<file path="src/hw/rtl/wrrrq_pkg.sv">
// Shared types and constants for the weighted round-robin run queue.
// No dependencies; used by the datapath, controller and top level.
`default_nettype none
package wrrrq_pkg;

  localparam int QUEUE_DEPTH_DEF = 64;

  localparam int KIND_W  = 3;
  localparam int TASK_W  = 6;
  localparam int WGT_W   = 5;
  localparam int SLICE_W = 8;
  localparam int BASE_W  = 4;
  localparam int LEN_W   = 7;
  localparam int SUM_W   = 11;
  localparam int ERR_W   = 2;

  localparam int NUM_TASKS  = 1 << TASK_W;
  localparam int MAX_WEIGHT = 20;

  localparam logic [BASE_W-1:0] BASE_RESET = 4'd10;
  localparam logic [LEN_W-1:0]  LEN_MAX    = 7'd127;
  localparam logic [SUM_W-1:0]  SUM_MAX    = 11'd2047;

  // request kinds
  localparam logic [KIND_W-1:0] K_ENQ    = 3'd0;
  localparam logic [KIND_W-1:0] K_DEQ    = 3'd1;
  localparam logic [KIND_W-1:0] K_TICK   = 3'd2;
  localparam logic [KIND_W-1:0] K_YIELD  = 3'd3;
  localparam logic [KIND_W-1:0] K_RESCHED = 3'd4;

  // error codes
  localparam logic [ERR_W-1:0] ERR_OK     = 2'd0;
  localparam logic [ERR_W-1:0] ERR_REFUSE = 2'd1;
  localparam logic [ERR_W-1:0] ERR_ABSENT = 2'd2;

  typedef struct packed {
    logic [TASK_W-1:0]  task_id;
    logic [WGT_W-1:0]   wgt;
    logic [SLICE_W-1:0] slice;
  } ent_t;

  // controller -> datapath
  typedef struct packed {
    logic             latch;     // capture input beat
    logic             set_err;
    logic [ERR_W-1:0] err_code;
    logic             enq;       // append new entry at tail
    logic             rd_head;   // read entry at head
    logic             tick_dec;  // write head back with slice - 1
    logic             rotate;    // copy head entry to tail, advance head
    logic             reload;    // with rotate: reload slice, flag resched
    logic             scan_rd;   // read entry at scan index
    logic             scan_next;
    logic             found;     // keep matched entry
    logic             sh_rd;     // read entry at index + 1
    logic             sh_wr;     // write it at index, index++
    logic             fin_deq;   // drop matched entry from count/sum/map
    logic             fin_rs;    // write matched entry at last position
    logic             load_out;  // capture result beat
  } cmd_t;

  // datapath -> controller
  typedef struct packed {
    logic [KIND_W-1:0] kind;
    logic              hit;        // latched task id is queued
    logic              empty;
    logic              full;
    logic              wgt_ok;
    logic              slice_gt1;  // read entry slice above one
    logic              match;      // read entry holds latched task id
    logic              last_scan;  // index + 1 >= count
    logic              last_shift; // index + 2 >= count
  } sts_t;

endpackage
`default_nettype wire

</file>
<file path="src/hw/rtl/wrrrq_ram.sv">
// Generic single-write, single-read RAM with registered read data.
// No dependencies.
`default_nettype none
module wrrrq_ram #(
  parameter int WIDTH = 8,
  parameter int DEPTH = 64
) (
  input  wire                     clk,
  input  wire                     we,
  input  wire [$clog2(DEPTH)-1:0] waddr,
  input  wire [WIDTH-1:0]         wdata,
  input  wire                     re,
  input  wire [$clog2(DEPTH)-1:0] raddr,
  output logic [WIDTH-1:0]        rdata
);

  logic [WIDTH-1:0] mem [DEPTH];

  always_ff @(posedge clk) begin
    if (we) begin
      mem[waddr] <= wdata;
    end
    if (re) begin
      rdata <= mem[raddr];
    end
  end

endmodule
`default_nettype wire

</file>
<file path="src/hw/rtl/wrrrq_dp.sv">
// Datapath: circular entry store, head pointer, count, weight sum, task map,
// scan index and result registers. Depends on wrrrq_pkg and wrrrq_ram.
`default_nettype none
module wrrrq_dp #(
  parameter int QUEUE_DEPTH = wrrrq_pkg::QUEUE_DEPTH_DEF
) (
  input  wire                             clk,
  input  wire                             rst_n,
  input  wire                             cfg_we,
  input  wire [wrrrq_pkg::BASE_W-1:0]     cfg_wdata,
  input  wire [wrrrq_pkg::KIND_W-1:0]     in_kind,
  input  wire [wrrrq_pkg::TASK_W-1:0]     in_task_id,
  input  wire [wrrrq_pkg::WGT_W-1:0]      in_task_weight,
  input  wrrrq_pkg::cmd_t                 cmd,
  output wrrrq_pkg::sts_t                 sts,
  output logic [wrrrq_pkg::TASK_W-1:0]    out_head_task,
  output logic                            out_head_valid,
  output logic [wrrrq_pkg::LEN_W-1:0]     out_queue_length,
  output logic [wrrrq_pkg::SUM_W-1:0]     out_weight_sum,
  output logic                            out_resched,
  output logic [wrrrq_pkg::ERR_W-1:0]     out_error
);

  localparam int IDX_W = $clog2(QUEUE_DEPTH);
  localparam int CNT_W = $clog2(QUEUE_DEPTH + 1);
  localparam int TOT_W = $clog2(wrrrq_pkg::MAX_WEIGHT * QUEUE_DEPTH + 1);
  localparam logic [CNT_W:0]   DEPTH_X = (CNT_W+1)'(QUEUE_DEPTH);
  localparam logic [CNT_W-1:0] DEPTH_C = CNT_W'(QUEUE_DEPTH);

  // sum of two values below 2*depth, folded back into the ring
  function automatic logic [IDX_W-1:0] wrap(input logic [CNT_W:0] s);
    logic [CNT_W:0] t;
    t = (s >= DEPTH_X) ? s - DEPTH_X : s;
    return t[IDX_W-1:0];
  endfunction

  function automatic logic [wrrrq_pkg::SLICE_W-1:0] full_slice(
    input logic [wrrrq_pkg::BASE_W-1:0] b,
    input logic [wrrrq_pkg::WGT_W-1:0]  w
  );
    logic [8:0] p;
    p = 9'(b) * 9'(w);
    return (p > 9'd255) ? 8'hFF : p[7:0];
  endfunction

  logic [wrrrq_pkg::BASE_W-1:0] base_r;
  logic [IDX_W-1:0]             hd_r;
  logic [CNT_W-1:0]             cnt_r;
  logic [TOT_W-1:0]             tot_r;
  logic [wrrrq_pkg::NUM_TASKS-1:0] map_r;
  logic [IDX_W-1:0]             idx_r;
  logic [wrrrq_pkg::KIND_W-1:0] kind_r;
  logic [wrrrq_pkg::TASK_W-1:0] id_r;
  logic [wrrrq_pkg::WGT_W-1:0]  w_r;
  logic [wrrrq_pkg::ERR_W-1:0]  err_r;
  logic                         rs_r;
  wrrrq_pkg::ent_t              ent_r;

  wrrrq_pkg::ent_t  rdata;
  wrrrq_pkg::ent_t  wdata;
  logic             we;
  logic             re;
  logic [IDX_W-1:0] waddr;
  logic [IDX_W-1:0] raddr;

  logic [CNT_W:0]   hd_x;
  logic [CNT_W:0]   idx_x;
  logic [IDX_W-1:0] pos_i;
  logic [IDX_W-1:0] pos_i1;
  logic [IDX_W-1:0] pos_tail;
  logic [IDX_W-1:0] pos_last;
  logic [IDX_W-1:0] hd_inc;

  assign hd_x     = (CNT_W+1)'(hd_r);
  assign idx_x    = (CNT_W+1)'(idx_r);
  assign pos_i    = wrap(hd_x + idx_x);
  assign pos_i1   = wrap(hd_x + idx_x + (CNT_W+1)'(1));
  assign pos_tail = wrap(hd_x + (CNT_W+1)'(cnt_r));
  assign pos_last = wrap(hd_x + (CNT_W+1)'(cnt_r) - (CNT_W+1)'(1));
  assign hd_inc   = wrap(hd_x + (CNT_W+1)'(1));

  // memory port steering
  always_comb begin
    we    = 1'b0;
    waddr = pos_tail;
    wdata = rdata;
    re    = 1'b0;
    raddr = hd_r;
    if (cmd.enq) begin
      we    = 1'b1;
      wdata = '{task_id: id_r, wgt: w_r, slice: full_slice(base_r, w_r)};
    end
    if (cmd.tick_dec) begin
      we    = 1'b1;
      waddr = hd_r;
      wdata = '{task_id: rdata.task_id, wgt: rdata.wgt,
                slice: rdata.slice - 8'd1};
    end
    if (cmd.rotate) begin
      we = 1'b1;
      if (cmd.reload) begin
        wdata.slice = full_slice(base_r, rdata.wgt);
      end
    end
    if (cmd.sh_wr) begin
      we    = 1'b1;
      waddr = pos_i;
    end
    if (cmd.fin_rs) begin
      we    = 1'b1;
      waddr = pos_last;
      wdata = ent_r;
    end
    if (cmd.rd_head) begin
      re = 1'b1;
    end
    if (cmd.scan_rd) begin
      re    = 1'b1;
      raddr = pos_i;
    end
    if (cmd.sh_rd) begin
      re    = 1'b1;
      raddr = pos_i1;
    end
  end

  wrrrq_ram #(
    .WIDTH($bits(wrrrq_pkg::ent_t)),
    .DEPTH(QUEUE_DEPTH)
  ) u_ram (
    .clk  (clk),
    .we   (we),
    .waddr(waddr),
    .wdata(wdata),
    .re   (re),
    .raddr(raddr),
    .rdata(rdata)
  );

  always_comb begin
    sts.kind       = kind_r;
    sts.hit        = map_r[id_r];
    sts.empty      = (cnt_r == '0);
    sts.full       = (cnt_r >= DEPTH_C);
    sts.wgt_ok     = (w_r != '0) && (32'(w_r) <= wrrrq_pkg::MAX_WEIGHT);
    sts.slice_gt1  = (rdata.slice > 8'd1);
    sts.match      = (rdata.task_id == id_r);
    sts.last_scan  = ((idx_x + (CNT_W+1)'(1)) >= (CNT_W+1)'(cnt_r));
    sts.last_shift = ((idx_x + (CNT_W+1)'(2)) >= (CNT_W+1)'(cnt_r));
  end

  always_ff @(posedge clk) begin
    if (!rst_n) begin
      base_r <= wrrrq_pkg::BASE_RESET;
      hd_r   <= '0;
      cnt_r  <= '0;
      tot_r  <= '0;
      map_r  <= '0;
      idx_r  <= '0;
    end else begin
      if (cfg_we) begin
        base_r <= cfg_wdata;
      end
      if (cmd.latch) begin
        idx_r <= '0;
      end
      if (cmd.enq) begin
        cnt_r        <= cnt_r + CNT_W'(1);
        tot_r        <= tot_r + TOT_W'(w_r);
        map_r[id_r]  <= 1'b1;
      end
      if (cmd.rotate) begin
        hd_r <= hd_inc;
      end
      if (cmd.scan_next || cmd.sh_wr) begin
        idx_r <= idx_r + IDX_W'(1);
      end
      if (cmd.fin_deq) begin
        cnt_r       <= cnt_r - CNT_W'(1);
        tot_r       <= tot_r - TOT_W'(ent_r.wgt);
        map_r[id_r] <= 1'b0;
      end
    end
  end

  // beat capture, per-request flags, matched entry and result beat
  always_ff @(posedge clk) begin
    if (cmd.latch) begin
      kind_r <= in_kind;
      id_r   <= in_task_id;
      w_r    <= in_task_weight;
      err_r  <= wrrrq_pkg::ERR_OK;
      rs_r   <= 1'b0;
    end
    if (cmd.set_err) begin
      err_r <= cmd.err_code;
    end
    if (cmd.rotate && cmd.reload) begin
      rs_r <= 1'b1;
    end
    if (cmd.found) begin
      ent_r <= rdata;
    end
    if (cmd.load_out) begin
      out_head_task    <= (cnt_r != '0) ? rdata.task_id : '0;
      out_head_valid   <= (cnt_r != '0);
      out_queue_length <= (32'(cnt_r) > 32'(wrrrq_pkg::LEN_MAX)) ?
                          wrrrq_pkg::LEN_MAX : wrrrq_pkg::LEN_W'(cnt_r);
      out_weight_sum   <= (32'(tot_r) > 32'(wrrrq_pkg::SUM_MAX)) ?
                          wrrrq_pkg::SUM_MAX : wrrrq_pkg::SUM_W'(tot_r);
      out_resched      <= rs_r;
      out_error        <= err_r;
    end
  end

endmodule
`default_nettype wire

</file>
<file path="src/hw/rtl/wrrrq_ctrl.sv">
// Controller state machine: sequences decode, head update, scan and
// compaction, then the result beat. Depends on wrrrq_pkg.
`default_nettype none
module wrrrq_ctrl (
  input  wire              clk,
  input  wire              rst_n,
  input  wire              in_valid,
  output logic             in_ready,
  output logic             out_valid,
  input  wire              out_ready,
  input  wrrrq_pkg::sts_t  sts,
  output wrrrq_pkg::cmd_t  cmd
);

  localparam logic [3:0] S_IDLE    = 4'd0;
  localparam logic [3:0] S_DECODE  = 4'd1;
  localparam logic [3:0] S_HREAD   = 4'd2;
  localparam logic [3:0] S_SCAN_RD = 4'd3;
  localparam logic [3:0] S_SCAN_CM = 4'd4;
  localparam logic [3:0] S_SH_RD   = 4'd5;
  localparam logic [3:0] S_SH_WR   = 4'd6;
  localparam logic [3:0] S_FIN     = 4'd7;
  localparam logic [3:0] S_HEAD    = 4'd8;
  localparam logic [3:0] S_OUT     = 4'd9;

  logic [3:0] state_r;
  logic [3:0] state_nxt;
  logic       ovld_r;
  logic       ovld_nxt;
  logic       out_free;

  assign in_ready  = (state_r == S_IDLE);
  assign out_valid = ovld_r;
  assign out_free  = !ovld_r || out_ready;

  always_comb begin
    cmd       = '0;
    state_nxt = state_r;
    ovld_nxt  = ovld_r && !out_ready;
    unique case (state_r)
      S_IDLE: begin
        if (in_valid) begin
          cmd.latch = 1'b1;
          state_nxt = S_DECODE;
        end
      end
      S_DECODE: begin
        state_nxt = S_HEAD;
        unique case (sts.kind)
          wrrrq_pkg::K_ENQ: begin
            if (!sts.wgt_ok || sts.full || sts.hit) begin
              cmd.set_err  = 1'b1;
              cmd.err_code = wrrrq_pkg::ERR_REFUSE;
            end else begin
              cmd.enq = 1'b1;
            end
          end
          wrrrq_pkg::K_DEQ, wrrrq_pkg::K_RESCHED: begin
            if (!sts.hit) begin
              cmd.set_err  = 1'b1;
              cmd.err_code = wrrrq_pkg::ERR_ABSENT;
            end else begin
              state_nxt = S_SCAN_RD;
            end
          end
          wrrrq_pkg::K_TICK, wrrrq_pkg::K_YIELD: begin
            if (sts.empty) begin
              cmd.set_err  = 1'b1;
              cmd.err_code = wrrrq_pkg::ERR_ABSENT;
            end else begin
              cmd.rd_head = 1'b1;
              state_nxt   = S_HREAD;
            end
          end
          default: ;
        endcase
      end
      S_HREAD: begin
        // tick with slice left only decrements; else head goes to tail
        if (sts.kind == wrrrq_pkg::K_TICK && sts.slice_gt1) begin
          cmd.tick_dec = 1'b1;
        end else begin
          cmd.rotate = 1'b1;
          cmd.reload = (sts.kind == wrrrq_pkg::K_TICK);
        end
        state_nxt = S_HEAD;
      end
      S_SCAN_RD: begin
        cmd.scan_rd = 1'b1;
        state_nxt   = S_SCAN_CM;
      end
      S_SCAN_CM: begin
        if (sts.match) begin
          cmd.found = 1'b1;
          state_nxt = sts.last_scan ? S_FIN : S_SH_RD;
        end else begin
          cmd.scan_next = 1'b1;
          state_nxt     = S_SCAN_RD;
        end
      end
      S_SH_RD: begin
        cmd.sh_rd = 1'b1;
        state_nxt = S_SH_WR;
      end
      S_SH_WR: begin
        cmd.sh_wr = 1'b1;
        state_nxt = sts.last_shift ? S_FIN : S_SH_RD;
      end
      S_FIN: begin
        if (sts.kind == wrrrq_pkg::K_DEQ) begin
          cmd.fin_deq = 1'b1;
        end else begin
          cmd.fin_rs = 1'b1;
        end
        state_nxt = S_HEAD;
      end
      S_HEAD: begin
        cmd.rd_head = !sts.empty;
        state_nxt   = S_OUT;
      end
      S_OUT: begin
        if (out_free) begin
          cmd.load_out = 1'b1;
          ovld_nxt     = 1'b1;
          state_nxt    = S_IDLE;
        end
      end
      default: state_nxt = S_IDLE;
    endcase
  end

  always_ff @(posedge clk) begin
    if (!rst_n) begin
      state_r <= S_IDLE;
      ovld_r  <= 1'b0;
    end else begin
      state_r <= state_nxt;
      ovld_r  <= ovld_nxt;
    end
  end

endmodule
`default_nettype wire

</file>
<file path="src/hw/rtl/weighted_round_robin_run_queue.sv">
// Weighted round-robin run queue, top level: controller, datapath, RAM.
// Enqueue, errors, unknown kinds: decode, head read, then the result beat.
// Tick and yield: decode, head update, head re-read, then the result beat.
// Dequeue/reschedule: decode, a one-port scan of the entries up to the task,
// compaction of every later entry, then the final update and result beat.
// One request at a time; a held result beat (out_ready low) stalls the next.
// Reset (sync, active low) clears count, sum, task map and handshake state;
// base_slice returns to 10. Entry RAM is not cleared.
`default_nettype none
module weighted_round_robin_run_queue #(
  parameter int QUEUE_DEPTH = wrrrq_pkg::QUEUE_DEPTH_DEF
) (
  input  wire                           clk,
  input  wire                           rst_n,
  input  wire                           cfg_we,
  input  wire [wrrrq_pkg::BASE_W-1:0]   cfg_wdata,
  input  wire                           in_valid,
  output logic                          in_ready,
  input  wire [wrrrq_pkg::KIND_W-1:0]   in_kind,
  input  wire [wrrrq_pkg::TASK_W-1:0]   in_task_id,
  input  wire [wrrrq_pkg::WGT_W-1:0]    in_task_weight,
  output logic                          out_valid,
  input  wire                           out_ready,
  output logic [wrrrq_pkg::TASK_W-1:0]  out_head_task,
  output logic                          out_head_valid,
  output logic [wrrrq_pkg::LEN_W-1:0]   out_queue_length,
  output logic [wrrrq_pkg::SUM_W-1:0]   out_weight_sum,
  output logic                          out_resched,
  output logic [wrrrq_pkg::ERR_W-1:0]   out_error
);

  wrrrq_pkg::cmd_t cmd;
  wrrrq_pkg::sts_t sts;

  wrrrq_ctrl u_ctrl (
    .clk      (clk),
    .rst_n    (rst_n),
    .in_valid (in_valid),
    .in_ready (in_ready),
    .out_valid(out_valid),
    .out_ready(out_ready),
    .sts      (sts),
    .cmd      (cmd)
  );

  wrrrq_dp #(
    .QUEUE_DEPTH(QUEUE_DEPTH)
  ) u_dp (
    .clk             (clk),
    .rst_n           (rst_n),
    .cfg_we          (cfg_we),
    .cfg_wdata       (cfg_wdata),
    .in_kind         (in_kind),
    .in_task_id      (in_task_id),
    .in_task_weight  (in_task_weight),
    .cmd             (cmd),
    .sts             (sts),
    .out_head_task   (out_head_task),
    .out_head_valid  (out_head_valid),
    .out_queue_length(out_queue_length),
    .out_weight_sum  (out_weight_sum),
    .out_resched     (out_resched),
    .out_error       (out_error)
  );

  // one request in flight at a time
  a_busy_after_beat: assert property (@(posedge clk) disable iff (!rst_n)
    in_valid && in_ready |=> !in_ready)
    else $error("input taken while a request is in flight");

  a_head_valid_len: assert property (@(posedge clk) disable iff (!rst_n)
    out_valid |-> (out_head_valid == (out_queue_length != '0)))
    else $error("head_valid disagrees with queue length");

  a_empty_sum: assert property (@(posedge clk) disable iff (!rst_n)
    out_valid && !out_head_valid |-> (out_weight_sum == '0))
    else $error("empty queue with nonzero weight sum");

  a_resched_ok: assert property (@(posedge clk) disable iff (!rst_n)
    out_valid && out_resched |-> (out_error == wrrrq_pkg::ERR_OK))
    else $error("reschedule flagged on a failed request");

endmodule
`default_nettype wire
</file>
<file path="config.mk">
export PLATFORM = sky130hd
export DESIGN_NAME = weighted_round_robin_run_queue
export DESIGN_NICKNAME = d
export VERILOG_FILES = /design/src/hw/rtl/wrrrq_pkg.sv /design/src/hw/rtl/wrrrq_ram.sv /design/src/hw/rtl/wrrrq_dp.sv /design/src/hw/rtl/wrrrq_ctrl.sv /design/src/hw/rtl/weighted_round_robin_run_queue.sv
export SDC_FILE = /design/constraint.sdc
export NUM_CORES = 2
export LEC_CHECK = 0
export BUFFER_PORTS_ARGS = -buffer_cell sky130_fd_sc_hd__buf_4
export CAP_MARGIN = 20
export CORE_MARGIN = 4
export CORE_UTILIZATION = 30
export CTS_BUF_LIST = sky130_fd_sc_hd__clkbuf_8
export DETAILED_ROUTE_END_ITERATION = 8
export PLACE_DENSITY_LB_ADDON = 0.3
export RECOVER_POWER = 100
export SYNTH_ARGS = -nofsm -noshare
export SYNTH_HDL_FRONTEND = slang
export SYNTH_SLANG_ARGS = --single-unit
</file>
<file path="constraint.sdc">
create_clock -name clk -period 6.1 [get_ports clk]
set_input_delay 0.305 -clock clk [delete_from_list [all_inputs] [get_ports clk]]
set_output_delay 0.305 -clock clk [all_outputs]
set_load 0.05 [all_outputs]
</file>
* Word level (Yosys, flattened, before mapping)
Memory sizes are Yosys's and may differ from the RTL's. A register that Yosys moved wholly into a read port is not among the register bits. Index checks and enable logic that the tools add are counted. Widths: inputs -> output; s select.
Word-level totals: flip-flop bits (word level) 167, RAM bits 1216, output and inout bits 30, logic and storage cells 180, memories kept 1
Memories:
- u_dp.u_ram.mem | words 64, width 19, read ports 1, clocked after memory_dff 1, write ports 1, line wrrrq_ram.sv:17 | logic [WIDTH-1:0] mem [DEPTH];
Operators by class: add/sub/neg operators 18, $mul 2, order comparisons 14, eq/ne operators 16, multiplexer cells 79, bitwise operators 3, reduce and logical (&&, ||, !) cells 25
Operators with widths (count):
- $mux 64 | 3
- $mux 6 | 12
- $and 64x64->64 | 1
- $not 64->64 | 1
- $or 64x64->64 | 1
- $mux 19 | 3
- $pmux 4 s9 | 1
- $mux 8 | 4
- $mux 1 | 30
- $sub 6x1->6 const B | 5
- $ge 8x7->1 const B | 3
- $mux 4 | 6
- $mux 11 | 2
- $ge 7x7->1 const B | 3
- $gt 9x8->1 const B | 2
- $mul 4x5->9 | 2
- $eq 4x3->1 const B | 4
- $ge 8x7->1 | 2
- $sub 8x1->8 const B | 2
- $add 6x1->7 const B | 2
- $mux 2 | 7
- $mux 7 | 2
- $mux 3 | 4
- $add 11x5->11 | 1
- other kinds (37) | 54

* Longest topological paths before layout
depth in word-level cells 15, depth in mapped cells 20, mapped depth without buffers 18

* Modules after synthesis
From an unflattened synthesis, not the netlist that was laid out.
Unflattened totals: cells, all modules 3367, area, all modules 58212.1 um2
Modules (own cells, without submodules):
- wrrrq_ram | instances 1, cells an instance 2113, area each 47304.1 um2, sequential area each 37085.6 um2
- wrrrq_dp | instances 1, cells an instance 1170, area each 10357.4 um2, sequential area each 3873.7 um2
- wrrrq_ctrl | instances 1, cells an instance 84, area each 550.5 um2, sequential area each 100.1 um2

* Worst setup path after synthesis
Ideal clock, no wire load.
path kind flip-flop to flip-flop, from reg u_dp.w_r[3] in the netlist's numbering, to mem u_dp.u_ram.mem[0][3] in the netlist's numbering (data pin), library setup time 0.720 ns, arrival time 5.728 ns, data required time 5.380 ns, path slack -0.348 ns, stages on the path, launching flop included 15, path buffers 1, clock period less this slack 6.448 ns, cells stage by stage edfxtp_1 > clkbuf_1 > and2_1 > fa_1 > inv_1 > fa_1 > inv_1 > ha_1 > a211oi_1 > o21bai_1 > a21oi_1 > xor2_1 > a31oi_1 > a21oi_1 > o31ai_1
On the way: cells in the longest elaborated chain, start to end 13
Ends and longest elaborated chain:
- start: declaration | line wrrrq_dp.sv:54 | logic [wrrrq_pkg::WGT_W-1:0] w_r;
- start signal: assignment | line wrrrq_dp.sv:191 | w_r <= in_task_weight;
- parallel branches: the longest is 8 deep, another holds $mul 4x5->9
- $mux 19 (*) | line wrrrq_dp.sv:89 | if (cmd.enq) begin
- $mux 19 (*) | line wrrrq_dp.sv:93 | if (cmd.tick_dec) begin
- $mux 8 | line wrrrq_dp.sv:101 | if (cmd.reload) begin
- $mux 8 (*) | line wrrrq_dp.sv:99 | if (cmd.rotate) begin
- $mux 19 (*) | line wrrrq_dp.sv:109 | if (cmd.fin_rs) begin
- net u_dp.u_ram.wdata[3] | line wrrrq_ram.sv:11 | input wire [WIDTH-1:0] wdata,
- end: declaration | line wrrrq_ram.sv:17
Mark *: on every way through the listed nets, which the timed path passes.

* Final worst setup path
from reg u_dp.id_r[0] in the netlist's numbering, to mem u_dp.u_ram.mem[26][0] in the netlist's numbering, enable pin
On the way: cells in the longest elaborated chain, start to end 13
Ends and longest elaborated chain:
- start: declaration | line wrrrq_dp.sv:53 | logic [wrrrq_pkg::TASK_W-1:0] id_r;
- start signal: assignment | line wrrrq_dp.sv:190 | id_r <= in_task_id;
- $bmux 1 s6 | line wrrrq_dp.sv:142 | sts.hit = map_r[id_r];
- $mux 1 (implied by the code) | line wrrrq_dp.sv:142
- $logic_or 1x1->1 | line wrrrq_ctrl.sv:51 | if (!sts.wgt_ok || sts.full || sts.hit) begin
- $mux 1 | line wrrrq_ctrl.sv:51
- $mux 1 | line wrrrq_ctrl.sv:49 | unique case (sts.kind)
- $mux 4 | line wrrrq_ctrl.sv:40 | unique case (state_r)
- $mux 1 | line wrrrq_dp.sv:89
- $mux 1 | line wrrrq_dp.sv:93
- $mux 1 | line wrrrq_dp.sv:99
- $mux 1 | line wrrrq_dp.sv:105 | if (cmd.sh_wr) begin
- $mux 1 | line wrrrq_dp.sv:109
- $mux 1 | line wrrrq_ram.sv:20 | if (we) begin
- $mux 1 (implied by the code) | line wrrrq_ram.sv:21 | mem[waddr] <= wdata;
No other way between the ends. The select of a mux whose other input is x is not followed.

==> summary.md <==
The hold violation total from the final report came out at 0. The type of the tightest min-delay check is in -> reg. The tools report the total negative slack as 0 ns.

Ranked by total cell area, the synthesized netlist is headed by sky130_fd_sc_hd__edfxtp_1 (65%), sky130_fd_sc_hd__mux2i_1 (6.9%), sky130_fd_sc_hd__mux2_2 (5.9%). STA puts the critical path data required time at 6.70 ns. Following the worst setup path forward leads to its endpoint at u_dp.u_ram.mem[26][0]. The share of the synthesized area in the top cell type works out to 65.1%.

Fmax: 178 MHz. The residual overflow from global routing is 0, and the die span in x is 455 um. The number of vias per cell after detailed routing works out to 4.97. The area growth from synthesis to layout is 14.7%.

TritonCTS built the clock tree. For the number of standard cells in the final layout excluding fillers, the log shows 7078. The tools report the clock root buffer master as sky130_fd_sc_hd__clkbuf_8. Counting flops with a built-in enable in the synthesized netlist gives 1298. Setup repair after global routing left no endpoint under its margin.

The fraction of synthesis flops using an asynchronous set or reset pin was 0%. After synthesis, the netlist uses 81 different library cells. Of the available clock period, the critical path in the final layout requires 91.9%. The worst pin sits at a relative slew slack of -63.8%. The height of the die was 455 um; the maximum number of pins on one net before global-route repair was 141. The nature of the critical path endpoint was a flip-flop. The logs give 0.49 ns for the register-to-register path setup slack and 0.210 mV for the maximum VDD drop.

Routability-driven placement finished with a final weighted congestion of 0.867. The average cell area after synthesis is 15.0 um^2, and the worst-case clock buffer depth is 3. The count of nets left with antenna violations once routing finished came out at 0. The Yosys step of the flow raised 0 warnings. 53 I/O pins were placed. In this run, synthesis produced a sequential element count of 1402. The tools report the number of nets in the final layout as 4357. Summed over all layers, the routed wires come to 168 mm.

In this run the critical register-to-register path is captured at u_dp.u_ram.mem[26][0]. Once the floorplan was initialized, standard cells occupied 30.3% of the core. The detailed router placed 35200 vias in this run.

Max-cap violations in this run came to 12. Global routing used 15.8% of the available tracks across all layers. The logs give 34700 for the number of global-route vias before repair and 482 for the max-slew violation count. The sequential element share of the synthesized area is 68.6%.

Tracing the worst setup path back leads to its startpoint at u_dp.id_r[0]. Summed over all instances, the cell type with the most area after synthesis is sky130_fd_sc_hd__edfxtp_1. The die covers 207000 um^2. The run finished, with violations left. The number of setup buffers added after CTS is 0. In this run the cell area of the synthesized design comes to 59900 um^2. The number of clock buffers inserted by TritonCTS is 231, and the number of H-tree levels is 4. Synthesis produced 3992 cells. Along the worst path, the maximum fanout reaches 17. In this run the core area contains 163 standard-cell rows. The first detailed-routing pass ran for 6 iterations. The HPWL after detailed placement is 102 mm. Data on the critical path arrives at its endpoint at 6.21 ns. The later pin in the worst-skew pair is clocked with a latency of 0.97 ns.

Clock-pin slew was measured on the worst setup and hold paths at 0.06 ns. The fraction of final layout cells sized beyond drive strength 1 is 19.8%. The worst path needs 5.61 ns of the cycle, external delays included. Slew at the pin closest to its max-slew limit: 2.44 ns.

Counting every sink on the clock net gives 1402. The tools report the startpoint of the worst register-to-register path as u_dp.id_r[0]. Buffers placed on the I/O ports in this run total 52.

The worst setup path is of the reg -> reg kind. The synthesized net count is 4105, and the count of placed standard cells including taps is 6613. The initial antenna violation count is 5, and the number of violations reported at the end of detailed-routing iteration 0 is 3394. Dividing the detail-routed wire length by the instance count gives 23.7 um.

For this run, design rule violations remaining after detail routing come to 0. The first global-routing pass estimated 243 mm of wire. The leakage power of the design is 0.0256 uW, and the length in cells of the worst reg-to-reg path is 12. The final reports fail on max-capacitance violations, max-slew violations. For this design the ratio of total power to cell area is 274 nW/um^2. The clock arrives with 0.0834 ns of skew. The core region is 198000 um^2.

The most used flip-flop cell after synthesis is sky130_fd_sc_hd__edfxtp_1. Setup violations remaining at the end of the flow were counted as 0. The worst setup path is launched from a flip-flop.
==> per-stage QoR <==
stage,hold slack (ns),area [um^2],utilization [%],power (uW),setup slack (ns)
3_5_place_dp,0.418,64500,32.6,11300,0.967
5_1_grt,0.0841,68600,34.7,19600,0.385
3_3_place_gp,0.420,64500,32.6,11300,0.959
4_1_cts,0.0131,69100,34.9,19100,0.957
6_report,0.125,68600,34.7,18800,0.492
2_1_floorplan,0.400,59900,-,11100,0.661
==> synth_stat cells (all sizes together), types with 16 or more instances <==
library cell / count
o221a: 66
a221oi: 45
nand2: 260
edfxtp: 1298
clkbuf: 110
a21oi: 131
a22oi: 43
xor2: 23
fa: 16
and2: 40
nor2b: 36
xnor2: 40
inv: 51
o221ai: 38
ha: 74
dfxtp: 104
buf: 126
nand2b: 16
mux2i: 414
o21ai: 205
nand3: 32
nor2: 259
a21o: 21
a221o: 22
mux2: 313
o22ai: 62
==> sequential cells by signal, indices dropped and copies added (netlist names), 7 cells and up <==
name	flops
u_dp.ent_r	19
u_dp.out_weight_sum	11
u_dp.out_queue_length	7
u_dp.u_ram.rdata	19
u_dp.tot_r	11
u_dp.cnt_r	7
u_dp.map_r	64
u_dp.u_ram.mem	1216
==> cells in the final DEF, fill, tap and decap left out, types with 35 or more instances in the layout <==
master | Yosys | final
sky130_fd_sc_hd__o221ai_1 | 38 | 38
sky130_fd_sc_hd__o21ai_0 | 201 | 192
sky130_fd_sc_hd__buf_4 | 5 | 79
sky130_fd_sc_hd__nor2_2 | 8 | 62
sky130_fd_sc_hd__ha_1 | 74 | 74
sky130_fd_sc_hd__inv_1 | 51 | 132
sky130_fd_sc_hd__clkbuf_1 | 109 | 74
sky130_fd_sc_hd__clkinv_1 | 1 | 60
sky130_fd_sc_hd__a221oi_1 | 44 | 44
sky130_fd_sc_hd__a22oi_1 | 43 | 43
sky130_fd_sc_hd__mux2i_1 | 414 | 414
sky130_fd_sc_hd__nand2_1 | 260 | 259
sky130_fd_sc_hd__dfxtp_1 | 104 | 104
sky130_fd_sc_hd__o22ai_1 | 61 | 60
sky130_fd_sc_hd__clkbuf_8 | 0 | 239
sky130_fd_sc_hd__a21oi_1 | 131 | 129
sky130_fd_sc_hd__nor2_1 | 251 | 196
sky130_fd_sc_hd__edfxtp_1 | 1298 | 1298
sky130_fd_sc_hd__mux2_2 | 311 | 311
sky130_fd_sc_hd__nor2b_1 | 36 | 35
sky130_fd_sc_hd__o221a_2 | 45 | 45
sky130_fd_sc_hd__xnor2_1 | 40 | 40
==> where the power goes <==
| group | internal [uW] | leakage, uW | switching (uW) |
|---|---|---|---|
| Clock | 3810 | 0.00250 | 3910 |
| Sequential | 10500 | 0.0125 | 59.6 |
| Combinational | 187 | 0.0106 | 410 |
==> worst max-delay path, stage by stage, from the launching register on <==
cell                        delay [ns]
sky130_fd_sc_hd__edfxtp_1         0.78
sky130_fd_sc_hd__clkbuf_1         0.37
sky130_fd_sc_hd__nor2_1           0.49
sky130_fd_sc_hd__nand3_1          0.16
sky130_fd_sc_hd__a311oi_2         0.42
sky130_fd_sc_hd__a2111oi_4        0.06
sky130_fd_sc_hd__and3_1           0.28
sky130_fd_sc_hd__a211oi_1         0.81
sky130_fd_sc_hd__nor2_1           0.22
sky130_fd_sc_hd__nand2_1          0.25
sky130_fd_sc_hd__clkbuf_1         0.95
sky130_fd_sc_hd__nor2_2           0.10
sky130_fd_sc_hd__clkbuf_1         0.36
==> metal layers <==
layer  GRT usage [%]  share of wire, %  up-vias
met4            5.32               3.0        0
met1            22.6                45    17800
met5               0                 0        -
met2            24.2                45     1161
met3            2.96               6.5      248
li1                -                 -    16000
==> layout make-up <==
class                           instances  area (um^2)
Clock inverter                        184         1030
Fill cell                           19200       129000
Antenna cell                            4         10.0
Inverter                               52          195
Clock buffer                          239         3290
Timing Repair Buffer                  255         1890
Sequential cell                      1402        41100
Tap cell                             2640         3300
Multi-Input combinational cell       2302        17900
==> how the worst min path moves through the flow <==
stage | from | to | slack (ns) | cells past startpoint
2_1_floorplan | u_dp.err_r[0] | u_dp.out_error[0] | 0.40 | 0
3_3_place_gp | u_dp.err_r[0] | u_dp.out_error[0] | 0.42 | 0
3_5_place_dp | u_dp.err_r[0] | u_dp.out_error[0] | 0.42 | 0
4_1_cts | rst_n | u_dp.cnt_r[1] | 0.01 | 2
5_1_grt | in_task_id[4] | u_dp.id_r[4] | 0.08 | 2
6_report | in_task_id[4] | u_dp.id_r[4] | 0.13 | 2
==> timing repair <==
item                      in CTS  in global routing
resized for setup              0                  0
hold endpoints to repair      25                 14
hold buffers                  33                  1
==> cell families after synthesis <==
| family | synth area share (%) |
|---|---|
| fa+ha+maj | 2.08 |
| xor+xnor | 0.922 |
| buf+inv | 2.06 |
| mux | 12.9 |
| flops | 68.6 |
| simple gates | 5.31 |
| compound gates | 8.15 |
Note: power is estimated with default switching activity, not from simulation.
